--- src/hdl/sro_pkg.sv ---
// Shared types and constants of the sequence reorder buffer.
// No dependencies; every other file of the block refers to it by scoped names.
package sro_pkg;

  localparam int SEQ_W    = 16;
  localparam int BYTES_W  = 16;
  localparam int TAG_W    = 8;
  localparam int STATUS_W = 2;

  typedef logic [STATUS_W-1:0] status_t;

  localparam status_t ST_DELIVERED  = 2'd0;
  localparam status_t ST_DISCARDED  = 2'd1;
  localparam status_t ST_LENGTH_ERR = 2'd2;
  localparam status_t ST_WINDOW_ERR = 2'd3;

  typedef enum logic [1:0] {
    CLS_STORE,
    CLS_ERROR,
    CLS_RELEASE
  } cls_e;

  typedef struct packed {
    logic capture;
    logic store;
    logic load_first;
    logic load_next;
  } cmd_t;

  typedef struct packed {
    cls_e cls;
    logic out_free;
    logic run_last;
  } sts_t;

endpackage

--- src/hdl/sro_in_if.sv ---
// Input word channel of the sequence reorder buffer: valid, ready, descriptor.
// Depends on sro_pkg for the field widths.
interface sro_in_if;
  logic                        valid;
  logic                        ready;
  logic [sro_pkg::SEQ_W-1:0]   seq_number;
  logic [sro_pkg::BYTES_W-1:0] byte_count;
  logic [sro_pkg::TAG_W-1:0]   payload_tag;

  modport source (output valid, output seq_number, output byte_count, output payload_tag,
                  input ready);
  modport sink (input valid, input seq_number, input byte_count, input payload_tag,
                output ready);
endinterface

--- src/hdl/sro_out_if.sv ---
// Output word channel of the sequence reorder buffer: valid, ready, result.
// Depends on sro_pkg for the field widths and the status type.
interface sro_out_if;
  logic                        valid;
  logic                        ready;
  logic [sro_pkg::SEQ_W-1:0]   out_seq;
  logic [sro_pkg::BYTES_W-1:0] out_bytes;
  logic [sro_pkg::TAG_W-1:0]   out_tag;
  sro_pkg::status_t            status;
  logic                        last;

  modport source (output valid, output out_seq, output out_bytes, output out_tag,
                  output status, output last, input ready);
  modport sink (input valid, input out_seq, input out_bytes, input out_tag,
                input status, input last, output ready);
endinterface

--- src/hdl/sro_ctrl.sv ---
// Control state machine of the sequence reorder buffer.
// Issues commands to sro_datapath from its status; depends on sro_pkg.
module sro_ctrl (
  input  logic          clk_i,
  input  logic          rst_ni,
  input  logic          in_valid_i,
  output logic          in_ready_o,
  input  sro_pkg::sts_t sts_i,
  output sro_pkg::cmd_t cmd_o
);

  typedef enum logic [3:0] {
    S_IDLE     = 4'b0001,
    S_CLASSIFY = 4'b0010,
    S_FETCH    = 4'b0100,
    S_DRAIN    = 4'b1000
  } state_e;

  state_e state_q, state_d;

  always_comb begin
    state_d    = state_q;
    cmd_o      = '0;
    in_ready_o = 1'b0;
    unique case (state_q)
      S_IDLE: begin
        in_ready_o = 1'b1;
        if (in_valid_i) begin
          cmd_o.capture = 1'b1;
          state_d       = S_CLASSIFY;
        end
      end
      S_CLASSIFY: begin
        if (sts_i.cls == sro_pkg::CLS_STORE) begin
          cmd_o.store = 1'b1;
          state_d     = S_IDLE;
        end else if (sts_i.out_free) begin
          cmd_o.load_first = 1'b1;
          if (sts_i.cls == sro_pkg::CLS_RELEASE && !sts_i.run_last) begin
            state_d = S_FETCH;
          end else begin
            state_d = S_IDLE;
          end
        end
      end
      S_FETCH: begin
        state_d = S_DRAIN;
      end
      S_DRAIN: begin
        if (sts_i.out_free) begin
          cmd_o.load_next = 1'b1;
          state_d         = sts_i.run_last ? S_IDLE : S_FETCH;
        end
      end
      default: begin
        state_d = S_IDLE;
      end
    endcase
  end

  always_ff @(posedge clk_i or negedge rst_ni) begin
    if (!rst_ni) begin
      state_q <= S_IDLE;
    end else begin
      state_q <= state_d;
    end
  end

endmodule

--- src/hdl/sro_datapath.sv ---
// Datapath of the sequence reorder buffer: expected number, window slots,
// slot memory and output register. Driven by sro_ctrl; depends on sro_pkg.
module sro_datapath #(
  parameter int WINDOW    = 16,
  parameter int MAX_BYTES = 65535
) (
  input  logic                        clk_i,
  input  logic                        rst_ni,
  input  logic                        cfg_we_i,
  input  logic                        cfg_wdata_i,
  input  logic [sro_pkg::SEQ_W-1:0]   seq_number_i,
  input  logic [sro_pkg::BYTES_W-1:0] byte_count_i,
  input  logic [sro_pkg::TAG_W-1:0]   payload_tag_i,
  input  sro_pkg::cmd_t               cmd_i,
  output sro_pkg::sts_t               sts_o,
  input  logic                        out_ready_i,
  output logic                        out_valid_o,
  output logic [sro_pkg::SEQ_W-1:0]   out_seq_o,
  output logic [sro_pkg::BYTES_W-1:0] out_bytes_o,
  output logic [sro_pkg::TAG_W-1:0]   out_tag_o,
  output sro_pkg::status_t            status_o,
  output logic                        last_o
);

  localparam int IDX_W = $clog2(WINDOW);

  typedef logic [IDX_W-1:0] idx_t;
  typedef logic [IDX_W:0]   idx_sum_t;

  typedef struct packed {
    logic [sro_pkg::BYTES_W-1:0] bytes;
    logic [sro_pkg::TAG_W-1:0]   tag;
  } slot_t;

  logic                        suspend_q;
  logic [sro_pkg::SEQ_W-1:0]   in_seq_q;
  logic [sro_pkg::BYTES_W-1:0] in_bytes_q;
  logic [sro_pkg::TAG_W-1:0]   in_tag_q;
  logic [sro_pkg::SEQ_W-1:0]   expected_q, expected_d;
  idx_t                        head_q, head_d;
  logic [WINDOW-1:0]           valid_q, valid_d;
  slot_t                       mem [WINDOW];
  slot_t                       rd_q;

  logic                        out_valid_q, out_valid_d;
  logic [sro_pkg::SEQ_W-1:0]   out_seq_q, out_seq_d;
  logic [sro_pkg::BYTES_W-1:0] out_bytes_q, out_bytes_d;
  logic [sro_pkg::TAG_W-1:0]   out_tag_q, out_tag_d;
  sro_pkg::status_t            out_status_q, out_status_d;
  logic                        out_last_q, out_last_d;

  logic [sro_pkg::SEQ_W-1:0] seq_off;
  logic                      len_err, win_err;
  idx_sum_t                  slot_sum;
  idx_t                      wr_idx, head_nx;
  sro_pkg::cls_e             cls;
  sro_pkg::status_t          rel_status;
  logic                      advance;

  assign seq_off = in_seq_q - expected_q;
  assign len_err = (in_bytes_q == '0) || (in_bytes_q > sro_pkg::BYTES_W'(MAX_BYTES));
  assign win_err = seq_off >= sro_pkg::SEQ_W'(WINDOW);

  assign slot_sum = {1'b0, head_q} + {1'b0, seq_off[IDX_W-1:0]};
  assign wr_idx   = (slot_sum >= idx_sum_t'(WINDOW)) ?
                    IDX_W'(slot_sum - idx_sum_t'(WINDOW)) : slot_sum[IDX_W-1:0];
  assign head_nx  = (head_q == idx_t'(WINDOW - 1)) ? '0 : head_q + idx_t'(1);

  always_comb begin
    if (len_err || win_err) begin
      cls = sro_pkg::CLS_ERROR;
    end else if (seq_off == '0) begin
      cls = sro_pkg::CLS_RELEASE;
    end else begin
      cls = sro_pkg::CLS_STORE;
    end
  end

  assign rel_status     = suspend_q ? sro_pkg::ST_DISCARDED : sro_pkg::ST_DELIVERED;
  assign advance        = (cmd_i.load_first && cls == sro_pkg::CLS_RELEASE) || cmd_i.load_next;
  assign sts_o.cls      = cls;
  assign sts_o.out_free = !out_valid_q || out_ready_i;
  assign sts_o.run_last = !valid_q[head_nx];

  always_comb begin
    expected_d = expected_q;
    head_d     = head_q;
    valid_d    = valid_q;
    if (cmd_i.store) begin
      valid_d[wr_idx] = 1'b1;
    end
    if (advance) begin
      valid_d[head_q] = 1'b0;
      expected_d      = expected_q + sro_pkg::SEQ_W'(1);
      head_d          = head_nx;
    end
  end

  always_comb begin
    out_valid_d  = out_valid_q && !out_ready_i;
    out_seq_d    = out_seq_q;
    out_bytes_d  = out_bytes_q;
    out_tag_d    = out_tag_q;
    out_status_d = out_status_q;
    out_last_d   = out_last_q;
    if (cmd_i.load_first) begin
      out_valid_d = 1'b1;
      out_seq_d   = in_seq_q;
      out_bytes_d = in_bytes_q;
      out_tag_d   = in_tag_q;
      case (cls)
        sro_pkg::CLS_RELEASE: begin
          out_status_d = rel_status;
          out_last_d   = !valid_q[head_nx];
        end
        default: begin
          out_status_d = len_err ? sro_pkg::ST_LENGTH_ERR : sro_pkg::ST_WINDOW_ERR;
          out_last_d   = 1'b1;
        end
      endcase
    end else if (cmd_i.load_next) begin
      out_valid_d  = 1'b1;
      out_seq_d    = expected_q;
      out_bytes_d  = rd_q.bytes;
      out_tag_d    = rd_q.tag;
      out_status_d = rel_status;
      out_last_d   = !valid_q[head_nx];
    end
  end

  always_ff @(posedge clk_i or negedge rst_ni) begin
    if (!rst_ni) begin
      suspend_q   <= 1'b0;
      expected_q  <= '0;
      head_q      <= '0;
      valid_q     <= '0;
      out_valid_q <= 1'b0;
    end else begin
      if (cfg_we_i) begin
        suspend_q <= cfg_wdata_i;
      end
      expected_q  <= expected_d;
      head_q      <= head_d;
      valid_q     <= valid_d;
      out_valid_q <= out_valid_d;
    end
  end

  always_ff @(posedge clk_i) begin
    if (cmd_i.capture) begin
      in_seq_q   <= seq_number_i;
      in_bytes_q <= byte_count_i;
      in_tag_q   <= payload_tag_i;
    end
    out_seq_q    <= out_seq_d;
    out_bytes_q  <= out_bytes_d;
    out_tag_q    <= out_tag_d;
    out_status_q <= out_status_d;
    out_last_q   <= out_last_d;
  end

  always_ff @(posedge clk_i) begin
    if (cmd_i.store) begin
      mem[wr_idx] <= '{bytes: in_bytes_q, tag: in_tag_q};
    end
    rd_q <= mem[head_q];
  end

  assign out_valid_o = out_valid_q;
  assign out_seq_o   = out_seq_q;
  assign out_bytes_o = out_bytes_q;
  assign out_tag_o   = out_tag_q;
  assign status_o    = out_status_q;
  assign last_o      = out_last_q;

endmodule

--- src/hdl/sequence_reorder_buffer.sv ---
// Sequence reorder buffer: releases receive descriptors in sequence-number order.
// Each accepted word goes through a classify state before the next word can be accepted.
// A word that arrives in order, or that is rejected, waits there for a free output register.
// Each further descriptor drained from the window passes through a fetch state, for the
// registered read of the slot memory, and a drain state. A finished result sits in an output
// register, so a new word is accepted while the last result of the previous one waits. Slot
// state is cleared at reset through per-slot valid bits; no clearing pass is needed.
// Top level: joins sro_ctrl and sro_datapath; depends on sro_pkg, sro_in_if, sro_out_if.
module sequence_reorder_buffer #(
  parameter int WINDOW    = 16,
  parameter int MAX_BYTES = 65535
) (
  input  logic       clk_i,
  input  logic       rst_ni,
  input  logic       cfg_we_i,
  input  logic       cfg_wdata_i,
  sro_in_if.sink     in_i,
  sro_out_if.source  out_o
);

  sro_pkg::cmd_t cmd;
  sro_pkg::sts_t sts;

  sro_ctrl u_ctrl (
    .clk_i      (clk_i),
    .rst_ni     (rst_ni),
    .in_valid_i (in_i.valid),
    .in_ready_o (in_i.ready),
    .sts_i      (sts),
    .cmd_o      (cmd)
  );

  sro_datapath #(
    .WINDOW    (WINDOW),
    .MAX_BYTES (MAX_BYTES)
  ) u_datapath (
    .clk_i         (clk_i),
    .rst_ni        (rst_ni),
    .cfg_we_i      (cfg_we_i),
    .cfg_wdata_i   (cfg_wdata_i),
    .seq_number_i  (in_i.seq_number),
    .byte_count_i  (in_i.byte_count),
    .payload_tag_i (in_i.payload_tag),
    .cmd_i         (cmd),
    .sts_o         (sts),
    .out_ready_i   (out_o.ready),
    .out_valid_o   (out_o.valid),
    .out_seq_o     (out_o.out_seq),
    .out_bytes_o   (out_o.out_bytes),
    .out_tag_o     (out_o.out_tag),
    .status_o      (out_o.status),
    .last_o        (out_o.last)
  );

endmodule

--- src/flat_wrapper.sv ---
// flat-port wrapper written by rule: the top's interface ports become plain ports
module sequence_reorder_buffer_flat 
#(
  parameter int WINDOW    = 16,
  parameter int MAX_BYTES = 65535
)
  (clk_i, rst_ni, cfg_we_i, cfg_wdata_i, in_i_valid, in_i_seq_number, in_i_byte_count, in_i_payload_tag, in_i_ready, out_o_valid, out_o_out_seq, out_o_out_bytes, out_o_out_tag, out_o_status, out_o_last, out_o_ready);
  sro_in_if in_i_i ();
  sro_out_if out_o_i ();
  input  logic clk_i;
  input  logic rst_ni;
  input  logic cfg_we_i;
  input  logic cfg_wdata_i;
  input wire logic [$bits(in_i_i.valid)-1:0] in_i_valid;
  input wire logic [$bits(in_i_i.seq_number)-1:0] in_i_seq_number;
  input wire logic [$bits(in_i_i.byte_count)-1:0] in_i_byte_count;
  input wire logic [$bits(in_i_i.payload_tag)-1:0] in_i_payload_tag;
  output wire logic [$bits(in_i_i.ready)-1:0] in_i_ready;
  output wire logic [$bits(out_o_i.valid)-1:0] out_o_valid;
  output wire logic [$bits(out_o_i.out_seq)-1:0] out_o_out_seq;
  output wire logic [$bits(out_o_i.out_bytes)-1:0] out_o_out_bytes;
  output wire logic [$bits(out_o_i.out_tag)-1:0] out_o_out_tag;
  output wire logic [$bits(out_o_i.status)-1:0] out_o_status;
  output wire logic [$bits(out_o_i.last)-1:0] out_o_last;
  input wire logic [$bits(out_o_i.ready)-1:0] out_o_ready;
  assign in_i_i.valid = in_i_valid;
  assign in_i_i.seq_number = in_i_seq_number;
  assign in_i_i.byte_count = in_i_byte_count;
  assign in_i_i.payload_tag = in_i_payload_tag;
  assign in_i_ready = in_i_i.ready;
  assign out_o_valid = out_o_i.valid;
  assign out_o_out_seq = out_o_i.out_seq;
  assign out_o_out_bytes = out_o_i.out_bytes;
  assign out_o_out_tag = out_o_i.out_tag;
  assign out_o_status = out_o_i.status;
  assign out_o_last = out_o_i.last;
  assign out_o_i.ready = out_o_ready;
  sequence_reorder_buffer #(.WINDOW(WINDOW), .MAX_BYTES(MAX_BYTES)) u_core (.clk_i(clk_i), .rst_ni(rst_ni), .cfg_we_i(cfg_we_i), .cfg_wdata_i(cfg_wdata_i), .in_i(in_i_i), .out_o(out_o_i));
endmodule
--- config.mk ---
export PLATFORM = sky130hd
export DESIGN_NAME = sequence_reorder_buffer_flat
export DESIGN_NICKNAME = d
export VERILOG_FILES = /design/src/hdl/sro_pkg.sv /design/src/hdl/sro_in_if.sv /design/src/hdl/sro_out_if.sv /design/src/hdl/sro_ctrl.sv /design/src/hdl/sro_datapath.sv /design/src/hdl/sequence_reorder_buffer.sv /design/src/flat_wrapper.sv
export SDC_FILE = /design/constraint.sdc
export NUM_CORES = 1
export LEC_CHECK = 0
export BUFFER_PORTS_ARGS = -buffer_cell sky130_fd_sc_hd__buf_2
export CAP_MARGIN = 25
export CORE_MARGIN = 3
export CORE_UTILIZATION = 23
export CTS_CLUSTER_SIZE = 8
export DETAILED_ROUTE_END_ITERATION = 6
export GPL_TIMING_DRIVEN = 1
export HOLD_SLACK_MARGIN = 0.02
export PLACE_DENSITY_LB_ADDON = 0.05
export SYNTH_ARGS = -nofsm -noshare
export SYNTH_HDL_FRONTEND = slang
export SYNTH_HIERARCHICAL = 1
export SYNTH_SLANG_ARGS = --single-unit
--- constraint.sdc ---
create_clock -name clk_i -period 6.3 [get_ports clk_i]
set_input_delay 0.63 -clock clk_i [delete_from_list [all_inputs] [get_ports clk_i]]
set_output_delay 0.63 -clock clk_i [all_outputs]
set_load 0.1 [all_outputs]
==> impl_metrics.py, run 1 <==
metrics = {
    "run_status": {
        "status": "completed",
    },
    "worst_setup_path": {
        "crit_type": "flop to flop",
        "worstReg2RegEnd": "u_core/u_datapath/mem[10][23]",
        "critPathMaxStageDelay_ns": 0.65,
        "crit_chain": "ha_1, inv_1, fa_1, a21o_1, a221o_1, and3_1, or4b_2, nand4_1, nor2_1, and4_1, nor3_1, or3b_2, nor2_4, buf_4",
        "crit_start": "u_core/u_datapath/expected_q[0]",
        "crit_fanout": 15,
        "endpoint_kind": "flop",
        "crit_path_end": "u_core/u_datapath/mem[10][23]",
        "start_kind": "flop",
        "rrSetupSlack_ns": 0.92,
        "regToRegStartpoint": "u_core/u_datapath/expected_q[0]",
        "critPathSlowestCell": "or3b_2",
        "worstPathRequired_ns": 6.59,
        "cp_data_arrival_time_ns": 5.67,
        "reg2regPathDepth": 14,
    },
    "drt": {
        "route.detailed.drc": 0,
        "via_per_inst": 4.390,
        "initialDrtViolationCount": 699,
        "wirelength_um": 61580,
        "ant_nets": 0,
        "wl_per_cell_um": 24.72,
        "drt-pass1-iter-count": 5,
        "num_vias": 10940,
    },
    "synth": {
        "synthTopCellsByArea": "edfxtp_1, mux4_2, dfrtp_1",
        "synth_edf_count": 467,
        "synth-async-reset-ratio_pct": 7.880,
        "synth-seq-cells": 533,
        "ys.flop_type": "edfxtp_1",
        "synth_top_cell_by_area": "edfxtp_1",
        "synth_fp_nets": 1155,
        "avgSynthCellArea_um2": 19.52,
        "synth_most_common_cell": "edfxtp_1",
        "synth_commonest_cells": "edfxtp_1, mux4_2, nand2_1, dfrtp_1, nor2_1",
        "synthCells": 1084,
        "yosys_warnings": 6,
        "yosysSeqAreaShare_pct": 73.51,
        "synth_top_area_share_pct": 66.26,
        "synth_cell_types": 66,
        "synth_area_um2": 21160,
    },
    "floorplanning": {
        "fp-row-count": 110,
        "io_pins": 91,
        "core_area_um2": 90560,
        "die_h_um": 309.3,
        "die-area_um2": 95690,
        "die_w_um": 309.3,
        "start_util_pct": 23.37,
    },
    "clock_network": {
        "cts_hold_buffers": 0,
        "numCtsBuffers": 77,
        "clk_pin_slew_ns": 0.05,
        "clock_latency_ns": 0.61,
        "tritoncts": "done",
        "clock-root-buffer": "clkbuf_16",
        "postCtsSetupRepairBufs": 0,
        "ctsResizeCount": 0,
        "htree_levels": 3,
        "ctsLongestPathBuffers": 3,
        "cts.sinks": 533,
    },
    "layout": {
        "area_delta_synth_final_pct": 21.57,
        "nets": 1321,
        "drive_gt1_share_pct": 31.60,
        "n_fill_cell": 8981,
        "fin_util_pct": 28.41,
    },
    "timing": {
        "tightestPinTransition_ns": 0.9259,
        "slew_viol_final": 0,
        "finalSetupViolCount": 0,
        "period_needed_ns": 5.379,
        "setup_tns_ns": 0,
        "fmax_mhz": 185.9,
        "finalHoldViolations": 0,
        "fin_hold_ws_ns": 0.1423,
        "fin_skew_ns": 0.02383,
        "max-slew-margin-rel_pct": 38.27,
        "post-route-period-util_pct": 85.39,
        "rsz0062_at_grt": "false",
    },
    "grt": {
        "antenna_found_initial": 10,
        "gr-total-overflow": 0,
        "grt_max_degree": 60,
        "grt_pass1_vias": 11590,
        "grt_pass1_wl_um": 88010,
        "grt.total_usage_pct": 12.93,
    },
    "power_and_ir_drop": {
        "p_int_mw": 6.620,
        "switching_share_pct": 26.94,
        "clkPwrFrac_pct": 43.4,
        "p_switching_mw": 2.440,
        "p_per_area_nw_per_um2": 352.2,
        "power_frac_comb_pct": 10.6,
        "p_seq_share_pct": 46.0,
        "ir_drop_mv": 0.1700,
        "p_leak_nw": 8.567,
    },
    "run": {
        "drv_cap": 0,
    },
    "placement": {
        "place.gp.congestion": 0.7093,
        "port_buffers": 90,
        "dp_hpwl_um": 38730,
    },
    "hold_path": {
        "min_path_type": "input port to asynchronous set/reset pin",
    },
}
[worst min-delay path by stage]
stage | endpoint | depth (start not counted) | slack, ns | from
finish | u_core/u_datapath/expected_q[9] | 2 | 0.14 | rst_ni
global route | u_core/u_datapath/expected_q[9] | 2 | 0.16 | rst_ni
CTS | u_core/u_datapath/expected_q[13] | 2 | 0.11 | rst_ni
detailed placement | u_core/u_datapath/expected_q[5] | 1 | 0.46 | u_core/u_datapath/expected_q[5]
global placement | u_core/u_datapath/expected_q[5] | 1 | 0.46 | u_core/u_datapath/expected_q[5]
floorplan | u_core/u_ctrl/state_q[1] | 0 | 0.33 | rst_ni
[kinds of logic after synthesis]
family	share of synthesized area [%]
muxes	15.03
AOI/OAI and AO/OA	3.299
xor gates and xnor gates	1.117
DFF	73.51
and+or+nand+nor	4.009
buffers and inverters	1.490
adders and majority gates	1.549
[final cells by class]
class / count / area, um2 / share of cell area, %
Timing Repair Buffer: 136 / 878.3 / 3.414
Multi-Input combinational cell: 473 / 5419 / 21.06
Inverter: 29 / 108.9 / 0.4231
Sequential cell: 533 / 15560 / 60.50
Clock inverter: 7 / 97.59 / 0.3793
Antenna cell: 5 / 12.51 / 0.04863
Clock buffer: 132 / 2175 / 8.452
Tap cell: 1176 / 1471 / 5.719
[cell usage in the layout, fill, tap and decap left out, types with 6 or more instances in the layout]
cell | netlist | layout
nor2_4 | 0 | 16
nand4_1 | 13 | 13
dfxtp_1 | 24 | 24
xnor2_1 | 20 | 20
mux2_2 | 30 | 30
nand2b_1 | 6 | 6
a21oi_1 | 17 | 17
o21ai_0 | 25 | 25
xor2_1 | 7 | 7
a21o_1 | 6 | 6
nor3_1 | 11 | 11
clkbuf_16 | 0 | 78
buf_4 | 1 | 40
nand3b_1 | 7 | 7
ha_1 | 23 | 23
o22a_1 | 12 | 12
nand3_1 | 7 | 7
nor2_1 | 36 | 20
inv_1 | 28 | 27
nand2_1 | 49 | 48
buf_2 | 3 | 90
edfxtp_1 | 467 | 467
dfrtp_1 | 41 | 38
nor4_1 | 7 | 7
mux4_2 | 124 | 124
clkbuf_1 | 31 | 52
[power by group through the flow]
stage	clock, mW	sequential [mW]	combinational (mW)
global placement	0	4.25	0.983
floorplan	0	4.47	0.345
detailed placement	0	4.24	0.977
global route	4.24	4.19	1.03
CTS	4.09	4.18	0.980
finish	3.93	4.17	0.962
[flip-flops by register name, indices dropped and copies added (netlist names)]
register	count
u_core/u_ctrl/state_q	4
u_core/u_datapath/expected_q	16
u_core/u_datapath/head_q	4
u_core/u_datapath/in_bytes_q	16
u_core/u_datapath/in_seq_q	16
u_core/u_datapath/in_tag_q	8
u_core/u_datapath/last_o	1
u_core/u_datapath/mem	384
u_core/u_datapath/out_bytes_o	16
u_core/u_datapath/out_seq_o	16
u_core/u_datapath/out_tag_o	8
u_core/u_datapath/out_valid_o	1
u_core/u_datapath/rd_q	24
u_core/u_datapath/status_o	2
u_core/u_datapath/suspend_q	1
u_core/u_datapath/valid_q	16
[stage by stage]
| step | setup WS [ns] | power, mW | area (um2) | cells |
|---|---|---|---|---|
| floorplan | 1.224 | 4.818 | 21160 | 1084 |
| global placement | 0.9655 | 5.228 | 23420 | 2346 |
| detailed placement | 0.9268 | 5.221 | 23420 | 2346 |
| CTS | 0.9089 | 9.250 | 25690 | 2485 |
| global route | 0.5963 | 9.456 | 25710 | 2486 |
| finish | 0.9207 | 9.060 | 25730 | 2491 |
[layer usage]
metal | wire length (um) | vias to the layer above | track usage [%]
met3 | 3104 | 78 | 2.703
met2 | 26590 | 265 | 18.76
met1 | 30850 | 5820 | 19.49
met4 | 1036 | 0 | 3.515
met5 | 0 | - | 0
li1 | - | 4772 | -
[worst max-delay path, delay by kind of cell, from the launching register on]
kind	cells	cell delay, ns
AOI/OAI and AO/OA	2	0.59
adders and majority gates	2	0.61
buffers and inverters	2	0.40
DFF	1	0.44
and+or+nand+nor	8	2.99
Power figures use the tool's default switching activity.
==> run 2: changes to the inputs <==
--- a/config.mk
+++ b/config.mk
@@ -5,10 +5,12 @@
 export SDC_FILE = /design/constraint.sdc
 export NUM_CORES = 1
 export LEC_CHECK = 0
+export ABC_AREA = 1
 export BUFFER_PORTS_ARGS = -buffer_cell sky130_fd_sc_hd__buf_2
 export CAP_MARGIN = 25
 export CORE_MARGIN = 3
 export CORE_UTILIZATION = 23
+export CTS_CLUSTER_DIAMETER = 120
 export CTS_CLUSTER_SIZE = 8
 export DETAILED_ROUTE_END_ITERATION = 6
 export GPL_TIMING_DRIVEN = 1
==> run 2 against run 1 <==
Compared with the run above:
- wire length rose by 21%
- flip-flop and latch count did not move
- clock power barely moved
- non-clock buffer count rose by 1
- core utilization fell by 0.52 points
- synthesized cell count rose by 81%
- global-route usage rose by 1.9 points
- critical endpoint is now u_core/u_datapath/mem[1][15]
- largest power group unchanged
==> impl_metrics.py, run 2 <==
metrics = {
    "placement": {
        "port_buffers": 90,
        "dp_hpwl_um": 42790,
        "place.gp.congestion": 0.7926,
        "place_inst": 3267,
    },
    "drt": {
        "routed.top_layer": "met4",
        "initialDrtViolationCount": 1011,
        "via_per_inst": 4.385,
        "route.detailed.drc": 0,
        "wl_met3_um": 2720,
        "drt-pass1-iter-count": 5,
        "num_vias": 14910,
        "ant_nets": 0,
        "wl_met2_um": 33990,
        "met1Wirelength_um": 36800,
        "wirelength_um": 74710,
        "wl_per_cell_um": 21.97,
    },
    "timing": {
        "tightestPinTransition_ns": 1.092,
        "finalHoldViolations": 0,
        "finalSetupViolCount": 0,
        "setup_tns_ns": 0,
        "slew_viol_final": 0,
        "fmax_mhz": 222.9,
        "post-route-period-util_pct": 71.21,
        "rsz0062_at_grt": "false",
        "fin_skew_ns": 0.03212,
        "period_needed_ns": 4.486,
        "max-slew-margin-rel_pct": 27.12,
    },
    "grt": {
        "gr-total-overflow": 0,
        "antenna_found_initial": 2,
        "grt_pass1_vias": 15160,
        "grt_max_degree": 122,
        "grt_pass1_wl_um": 108400,
        "grt.total_usage_pct": 14.86,
    },
    "synth": {
        "yosys_warnings": 6,
        "yosysSeqAreaShare_pct": 70.19,
        "synth_fp_nets": 2029,
        "synth_edf_count": 467,
        "ys.flop_type": "edfxtp_1",
        "synth_top_cell_by_area": "edfxtp_1",
        "synth-async-reset-ratio_pct": 7.880,
        "avgSynthCellArea_um2": 11.32,
        "synth_commonest_cells": "edfxtp_1, nand2_1, nor2_1, o21ai_0, inv_1",
        "synth_top_area_share_pct": 63.28,
        "synth_most_common_cell": "edfxtp_1",
        "synth_cell_types": 39,
        "synthCells": 1958,
        "synth-seq-cells": 533,
        "synthTopCellsByArea": "edfxtp_1, nand2_1, o21ai_0",
        "synth_area_um2": 22160,
    },
    "layout": {
        "diodes": 0,
        "final_common_cell": "edfxtp_1",
        "layout_common_cells": "edfxtp_1, nand2_1, nor2_1",
        "top_regs": "u_core/u_datapath/mem: 384 flops, u_core/u_datapath/rd_q: 24 flops",
        "n_fill_cell": 9956,
        "top_register": "u_core/u_datapath/mem",
        "area_delta_synth_final_pct": 19.91,
        "nets": 2152,
        "final_cell_count_no_fill": 3401,
        "drive_gt1_share_pct": 11.84,
        "largest_reg_flops": 384,
    },
    "worst_setup_path": {
        "worstReg2RegEnd": "u_core/u_datapath/mem[1][15]",
        "critPathTopFamily": "simple AND/OR/NAND/NOR gates",
        "start_kind": "flop",
        "critPathSlowestCell": "nor3_1",
        "worstPathRequired_ns": 6.57,
        "endpoint_kind": "flop",
        "cp_data_arrival_time_ns": 4.76,
        "crit_fanout": 13,
        "rrSetupSlack_ns": 1.81,
        "path_buf_inv": 5,
        "crit_type": "flop to flop",
        "regToRegStartpoint": "u_core/u_datapath/expected_q[0]",
        "critPathMaxStageDelay_ns": 0.48,
        "crit_chain": "ha_1, inv_1, fa_1, nand2_1, nand2_1, nand3_1, nand2_1, nand2_1, nand2_1, nand2_1, nand2_1, inv_1, nand2_1, nor2_4, nand3_1, nor3_1, inv_1, nor3_1, nand2_1, clkinv_1, buf_4",
        "reg2regPathDepth": 21,
        "cpMostUsedCell": "nand2_1",
    },
    "power_and_ir_drop": {
        "p_per_area_nw_per_um2": 346.6,
        "ir_drop_mv": 0.1666,
        "p_leak_nw": 9.887,
    },
    "clock_network": {
        "ctsLongestPathBuffers": 3,
        "postCtsSetupRepairBufs": 0,
        "clock_latency_ns": 0.61,
        "tritoncts": "done",
        "htree_levels": 3,
        "ctsResizeCount": 0,
        "cts.sinks": 533,
        "clock-root-buffer": "clkbuf_16",
        "clk_pin_slew_ns": 0.07,
        "numCtsBuffers": 76,
        "cts_hold_buffers": 0,
    },
    "floorplanning": {
        "die_w_um": 316.4,
        "die-area_um2": 100100,
        "core_area_um2": 95290,
        "fp-row-count": 113,
        "die_h_um": 316.4,
        "start_util_pct": 23.26,
        "io_pins": 91,
    },
    "run_status": {
        "status": "completed",
    },
    "run": {
        "drv_cap": 0,
    },
    "hold_path": {
        "min_path_type": "input port to asynchronous set/reset pin",
    },
}
-- run 2: changes by cell type after synthesis, sizes merged, moves of 62 or more --
cell / delta
inv: +100
mux4: -124
nand2: +379
nand3: +62
nor2: +222
o21ai: +193
o22ai: +93
-- run 2: per-layer routing --
metal	global-route usage, %	up-vias
met3	2.170	85
li1	-	7097
met4	3.665	0
met2	23.62	249
met5	0	-
met1	21.29	7481
-- run 2: area by class of cell --
type / count / area, um2 / area share, %
clock buffers: 132 / 2218 / 8.347
clock inverters: 1 / 5.005 / 0.01883
inverters: 130 / 493.0 / 1.855
multi-input cells: 1203 / 5779 / 21.75
flip-flops and latches: 533 / 15560 / 58.56
well taps: 1265 / 1583 / 5.956
repair buffers: 137 / 933.4 / 3.512
-- run 2: power breakdown --
part	switching [mW]	internal, mW	leakage, nW
sequential	0.110	4.10	5.00
clock	1.55	2.36	1.06
combinational	0.899	0.196	3.83
-- run 2: how the worst max path moves through the flow --
stage | depth (start not counted) | end | startpoint | slack, ns
floorplan | 23 | u_core/u_datapath/last_o | u_core/u_datapath/in_seq_q[0] | 1.53
global placement | 20 | u_core/u_datapath/mem[5][6] | u_core/u_datapath/expected_q[0] | 1.62
detailed placement | 21 | u_core/u_datapath/mem[3][21] | u_core/u_datapath/expected_q[0] | 1.76
CTS | 21 | u_core/u_datapath/mem[3][21] | u_core/u_datapath/expected_q[0] | 1.69
global route | 21 | u_core/u_datapath/mem[1][21] | u_core/u_datapath/expected_q[0] | 1.30
finish | 21 | u_core/u_datapath/mem[1][15] | u_core/u_datapath/expected_q[0] | 1.81
-- run 2: metrics by stage --
| step | cell area, um2 | hold slack (ns) | setup slack [ns] | power, mW | utilization [%] |
|---|---|---|---|---|---|
| after detailed placement | 24320 | 0.4811 | 1.758 | 5.407 | 25.53 |
| after CTS | 26550 | 0.1071 | 1.693 | 9.419 | 27.86 |
| final | 26580 | 0.1288 | 1.814 | 9.211 | 27.89 |
| after floorplan | 22160 | 0.3344 | 1.534 | 4.988 | - |
| after global routing | 26580 | 0.1470 | 1.299 | 9.625 | 27.89 |
| after global placement | 24240 | 0.4847 | 1.616 | 5.424 | 25.44 |
-- run 2: kinds of logic (layout without fill, tap and decap cells) --
kind of cell | after synthesis | count (layout) | share of synthesized area (%)
fa+ha+maj | 25 | 25 | 1.479
simple gates | 808 | 808 | 14.99
flops | 533 | 533 | 70.19
buf+inv | 222 | 400 | 3.924
mux | 1 | 1 | 0.05081
xor+xnor | 21 | 21 | 0.8299
compound gates | 348 | 348 | 8.530
